[src/rtl/core/qbo_pkg.sv]
// ----------------------------------------------------------------------------
// qbo_pkg
// Shared types, widths, register codes and helpers for the Q15 biquad
// oscillator.
// ----------------------------------------------------------------------------
package qbo_pkg;

    localparam int SampleW = 16;
    localparam int ProdW   = 2 * SampleW;
    // five 32-bit products plus the rounding bias
    localparam int AccW    = ProdW + 3;
    localparam int FracW   = 15;
    localparam int HalfW   = AccW - FracW;
    localparam int IdxW    = 3;

    typedef logic signed [SampleW-1:0] sample_t;
    typedef logic [IdxW-1:0] cfg_idx_t;

    // register indexes on the configuration port
    localparam cfg_idx_t RegFeedbackFirst  = 3'd0;
    localparam cfg_idx_t RegFeedbackSecond = 3'd1;
    localparam cfg_idx_t RegInputNow       = 3'd2;
    localparam cfg_idx_t RegInputFirst     = 3'd3;
    localparam cfg_idx_t RegInputSecond    = 3'd4;

    localparam sample_t ResetFeedbackFirst  = 16'sd32508;
    localparam sample_t ResetFeedbackSecond = -16'sd16384;
    localparam sample_t ResetInputNow       = 16'sd1026;
    localparam sample_t ResetInputFirst     = 16'sd2051;
    localparam sample_t ResetInputSecond    = 16'sd1026;

    localparam sample_t Q15Max = 16'sh7fff;
    localparam sample_t Q15Min = 16'sh8000;

    localparam logic signed [AccW-1:0] RoundBias = AccW'(1 << (FracW - 1));

    typedef struct packed {
        sample_t feedback_first;
        sample_t feedback_second;
        sample_t input_now;
        sample_t input_first;
        sample_t input_second;
    } coef_set_t;

    // clamp a wide rounded value to Q15
    function automatic sample_t sat_q15(logic signed [HalfW-1:0] v);
        sample_t r;
        if (v > HalfW'(Q15Max))
            r = Q15Max;
        else if (v < HalfW'(Q15Min))
            r = Q15Min;
        else
            r = v[SampleW-1:0];
        return r;
    endfunction

    // double with saturation
    function automatic sample_t double_q15(sample_t v);
        sample_t r;
        if (v > (Q15Max >>> 1))
            r = Q15Max;
        else if (v < (Q15Min >>> 1))
            r = Q15Min;
        else
            r = v <<< 1;
        return r;
    endfunction

endpackage

[src/rtl/core/qbo_coef_regs.sv]
// ----------------------------------------------------------------------------
// qbo_coef_regs
// Coefficient register bank written through the plain configuration port.
// ----------------------------------------------------------------------------
module qbo_coef_regs (
    input  logic              clk,
    input  logic              rst_n,
    input  logic              cfg_wr_en,
    input  qbo_pkg::cfg_idx_t cfg_index,
    input  qbo_pkg::sample_t  cfg_data,
    output qbo_pkg::coef_set_t coefs
);
    import qbo_pkg::*;

    coef_set_t coef_reg;
    coef_set_t coef_next;

    always_comb
    begin
        coef_next = coef_reg;
        if (cfg_wr_en)
        begin
            case (cfg_index)
                RegFeedbackFirst:  coef_next.feedback_first  = cfg_data;
                RegFeedbackSecond: coef_next.feedback_second = cfg_data;
                RegInputNow:       coef_next.input_now       = cfg_data;
                RegInputFirst:     coef_next.input_first     = cfg_data;
                RegInputSecond:    coef_next.input_second    = cfg_data;
                // drop writes beyond the last register
                default:           coef_next = coef_reg;
            endcase
        end
    end

    always_ff @(posedge clk or negedge rst_n)
    begin
        if (!rst_n)
        begin
            coef_reg.feedback_first  <= ResetFeedbackFirst;
            coef_reg.feedback_second <= ResetFeedbackSecond;
            coef_reg.input_now       <= ResetInputNow;
            coef_reg.input_first     <= ResetInputFirst;
            coef_reg.input_second    <= ResetInputSecond;
        end
        else
        begin
            coef_reg <= coef_next;
        end
    end

    assign coefs = coef_reg;

`ifndef ASSERT_OFF
    a_no_write_hold: assert property (@(posedge clk) disable iff (!rst_n)
        !cfg_wr_en |=> $stable(coef_reg))
        else $error("coefficients changed without a write");
    a_bad_index_hold: assert property (@(posedge clk) disable iff (!rst_n)
        (cfg_wr_en && cfg_index > RegInputSecond) |=> $stable(coef_reg))
        else $error("write beyond last register changed a coefficient");
`endif

endmodule

[config.mk]
export PLATFORM = sky130hd
export DESIGN_NAME = qbo_coef_regs
export DESIGN_NICKNAME = d
export VERILOG_FILES = /design/src/rtl/core/qbo_pkg.sv /design/src/rtl/core/qbo_coef_regs.sv
export SDC_FILE = /design/constraint.sdc
export NUM_CORES = 1
export LEC_CHECK = 0
export BUFFER_PORTS_ARGS = -buffer_cell sky130_fd_sc_hd__buf_2
export CORE_MARGIN = 2
export CORE_UTILIZATION = 30
export CTS_CLUSTER_DIAMETER = 200
export DETAILED_ROUTE_END_ITERATION = 8
export HOLD_SLACK_MARGIN = 0.15
export PLACE_DENSITY = 0.63
export SYNTH_ARGS = -nofsm -noshare
export SYNTH_HDL_FRONTEND = slang
export SYNTH_SLANG_ARGS = --single-unit
[constraint.sdc]
create_clock -name clk -period 0.8 [get_ports clk]
set_clock_uncertainty 0.05 [all_clocks]
set_input_delay 0.08 -clock clk [delete_from_list [all_inputs] [get_ports clk]]
set_output_delay 0.08 -clock clk [all_outputs]
set_load 0.05 [all_outputs]
### Word-level counts from Yosys, hierarchy flattened

Cells that the tools add are included.
Widths: inputs -> output; s select.

| storage, ports and cells | value |
|---|---|
| logic and storage cells | 15 |
| bits in registers | 80 |
| output and inout bits | 80 |
| input bits | 22 |

| cells by class | value |
|---|---|
| equal/unequal tests | 4 |
| reduce and logical (&&, ||, !) cells | 6 |

Operators with widths:

| kind | count |
|---|---|
| $reduce_and 2->1 | 5 |
| $eq 3x2->1 const B | 2 |
| $eq 3x1->1 const B | 1 |
| $eq 3x3->1 const B | 1 |
| $logic_not 3->1 | 1 |

### Longest topological paths before layout

| depth | value |
|---|---|
| depth in word-level cells | 2 |
| mapped depth | 4 |
| depth with buffers taken out | 2 |

### Least setup slack after synthesis

No wires, ideal clock.

| timing | value |
|---|---|
| kind | input port to flip-flop |
| start | in cfg_index[0] |
| end | reg coef_reg (netlist bit coefs[64]) |
| setup time | 0.125 ns |
| path slack | -0.415 ns |
| required time | 0.625 ns |
| stages | 3 |
| arrival time | 1.040 ns |
| path through | nor4b_4 -> buf_6 -> mux2_2 |

| between the ends | value |
|---|---|
| longest elaborated chain between the ends | 2 |

Ends and longest elaborated chain:

| element | line | RTL |
|---|---|---|
| from (decl) | qbo_coef_regs.sv:9 | `input qbo_pkg::cfg_idx_t cfg_index,` |
| $logic_not 3->1 | qbo_coef_regs.sv:23 | `case (cfg_index)` |
| $reduce_and 2->1 (no source line) | - |  |
| to (signal assigned) | qbo_coef_regs.sv:47 | `coef_reg <= coef_next;` |
| to (decl) | qbo_coef_regs.sv:15 | `coef_set_t coef_reg;` |

No other way between the ends.
A chain may end at the register's enable or synchronous reset.

### Worst setup path in the final report

| timing | value |
|---|---|
| start | reg coef_reg (netlist bit coefs[63]) |
| end | out coefs[63] (netlist name) |

RTL lines:

| element | line | RTL |
|---|---|---|
| to (decl) | qbo_coef_regs.sv:11 | `output qbo_pkg::coef_set_t coefs` |

No word-level cell between the ends.

==> results_dict.tcl <==
set metrics [dict create \
    status "finished, violations left" \
    violations "hold timing, setup timing" \
    dp_slack_ns -0.5378 \
    syn2layout_area_growth_pct 80.36 \
    port_buffers 101 \
    synth_ff_type "dfrtp_1" \
    synth_top_area_cell "dfrtp_1" \
    cp.depth 1 \
    grt_use_met1 0.2115 \
    synthSimpleGateAreaFrac 0.02399 \
    ys_warn_count 0 \
    worst_pin_slew_ns 0.2494 \
    met2_usage 0.2507 \
    muxShareOfSynthArea 0.2928 \
    synth_edf_count 0 \
    slew_headroom 0.8337 \
    maxCapViolations 0 \
    netlist_area_mm2 0.003077 \
    yosysUniqueCellTypes 10 \
    cts-root-buf "clkbuf_8" \
    hold_class "input port to asynchronous set/reset pin" \
    first_global_vias 2288 \
    end_kind "primary output" \
    io_pins 102 \
    slowest_stage "dfstp_2" \
    cp.required_ns 0.67 \
    setup_viol 159 \
    grt_use_met3 0.03030 \
    finalMaxSlewViolations 0 \
    synth-compound-area-share 0 \
    syn_nets 195 \
    critPathLaunch "coefs[63]" \
    drive_gt1_frac 0.8958 \
    overflow 0 \
    first_pass_iters 3 \
    die_h_um 105.3 \
    p_per_area_mw_per_mm2 3091 \
    synth_top_family_by_area "multiplexers" \
    ys_seq_area_frac 0.6592 \
    core-area_mm2 0.009864 \
    cp-endpoint "coefs[63]" \
    timing.final.ws_setup_ns -0.3998 \
    nNetsFinal 353 \
    synth_seq_cells 80 \
    grt_antenna_before_repair 0 \
    cp.arrival_ns 1.07 \
    wl_mm 8.463 \
    tns_ns -29.51 \
    r2r-start "coefs[10]" \
    dr.first_iter.drc_count 33 \
    post_drt_wl_per_cell_um 18.04 \
    yosys-top-cells-area "dfrtp_1 48%, mux2_2 29%, dfstp_2 18%" \
    hold_viol 120 \
    rsz0062_at_grt "true" \
    place_congestion 0.7170 \
    synth_common_cells "80 x mux2_2, 59 x dfrtp_1, 21 x dfstp_2, 5 x buf_6" \
    p_sw_frac 0.3803 \
    internal_power_mw 10.63 \
    clkLatencyLatePin_ns 0.34 \
    drc 0 \
    holdWs_ns -0.1684 \
    power_leakage_nw 2.605 \
    crit_family "flip-flops" \
    peakVddDrop_v 0.001365 \
    comb_power_share 0.472 \
    tritoncts "yes" \
    cts_sinks 80 \
    synth_top_area_frac 0.4799 \
    htreeDepth 3 \
    async_flop_share 1.000 \
    max_stage_delay_ns 0.57 \
    power.switching_mw 6.523 \
    syn_inst 173 \
    syn_area_per_cell_um2 17.78 \
    r2r_slack_ns -0.19 \
    synthAdderAreaFrac 0 \
    rr_worst_depth 3 \
    max_freq_mhz 833.5 \
    via_per_inst 4.390 \
    ant_nets 0 \
    largest_reg_flops 80 \
    cp_num_buf_inv 1 \
    dr_total_vias 2059 \
    power_frac_clock 0.178 \
    initial_core_util 0.3119 \
    critical_path_class "flop to primary output" \
    finalCritPeriodShare 1.500 \
    holdBufCountCts 2 \
    seqPwrFrac 0.350 \
    crit_chain "buf_8" \
    clockBufferDepth 2 \
    numCtsBuffers 9 \
    num_antenna_cells 0 \
    hpwl_mm 4.995 \
    clk_pin_slew_worst_paths_ns 0.09 \
    path_max_fanout 2 \
    grt_max_degree 45 \
    dieArea_mm2 0.01108 \
    regToRegEndpoint "coefs[10]" \
    fin_crit_ns 1.200 \
    busiest_layer "met2" \
    yosysMostFrequentCell "mux2_2" \
    synthXorXnorAreaFrac 0 \
    rows 36 \
    fillCellCount 734 \
    startpoint_type "flop" \
    grt_usage 0.1596 \
    die_w_um 105.3 \
    grt_pass1_wl_mm 13.32 \
]
routing by layer:
metal,routed length (um),up-vias
met5,0,-
met4,147,0
met3,312,11
met2,4246,55
met1,3757,1059
li1,-,934
power by group through the flow:
stage | Clock, mW | Combinational (mW) | Sequential [mW]
detailed placement | 0 | 5.96 | 5.73
floorplan | 0 | 1.30 | 8.93
CTS | 3.16 | 7.86 | 5.96
global placement | 0 | 5.90 | 5.72
finish | 3.05 | 8.10 | 6.00
global route | 3.30 | 8.37 | 6.11
worst min path at each step:
stage          slack [ns]         from        end  cells past startpoint
3_5_place_dp        -0.16        rst_n  coefs[31]                      1
3_3_place_gp        -0.16        rst_n  coefs[31]                      1
4_1_cts             -0.05  cfg_data[9]   coefs[9]                      2
5_1_grt             -0.16        rst_n  coefs[64]                      3
6_report            -0.17        rst_n  coefs[32]                      3
2_1_floorplan       -0.27        rst_n   coefs[0]                      0
tightest hold or removal path, stage by stage:
cell and delay (ns):
dlymetal6s4s_1 0.19, buf_6 0.13, buf_12 0.20
layout by cell type (no fill, tap or decap), drive strengths merged:
cell / instances
buf: 152
and4bb: 2
dfrtp: 59
dlygate4sd3: 1
clkbuf: 14
dlymetal6s4s: 1
dfstp: 21
nor4b: 1
nand4b: 1
nor4bb: 1
mux2: 80
clkinvlp: 1
clkinv: 1
bufinv: 1
cell families after synthesis:
logic type / count (synthesis)
buffers and inverters: 8
flip-flops: 80
multiplexers: 80
AND/OR/NAND/NOR: 5
area by class of cell:
class                   count  area, um2  share of cell area
flip-flops and latches     80       2063              0.3718
repair buffers            155       1815              0.3272
multi-input cells          85       1303              0.2347
well taps                 133      166.4             0.02999
clock buffers              13      158.9             0.02864
clock inverters             3      42.54            0.007666
per-stage QoR:
step	utilization	std cells	hold WS [ns]	total power, mW	instance area, um2
2_1_floorplan	-	173	-0.2656	10.23	3396
3_3_place_gp	0.4245	412	-0.1647	11.63	4188
3_5_place_dp	0.4245	412	-0.1641	11.69	4188
4_1_cts	0.5455	458	-0.05462	16.97	5381
5_1_grt	0.5625	469	-0.1621	17.79	5549
6_report	0.5625	469	-0.1684	17.15	5549
what timing repair did:
item,4_1_cts,5_1_grt
endpoints found under the hold margin,160,159
gates cloned,2,1
pin swaps,2,2
endpoints found under the setup margin,157,161
buffers inserted,26,14
resized for setup,227,22
(Power assumes the default switching activity.)
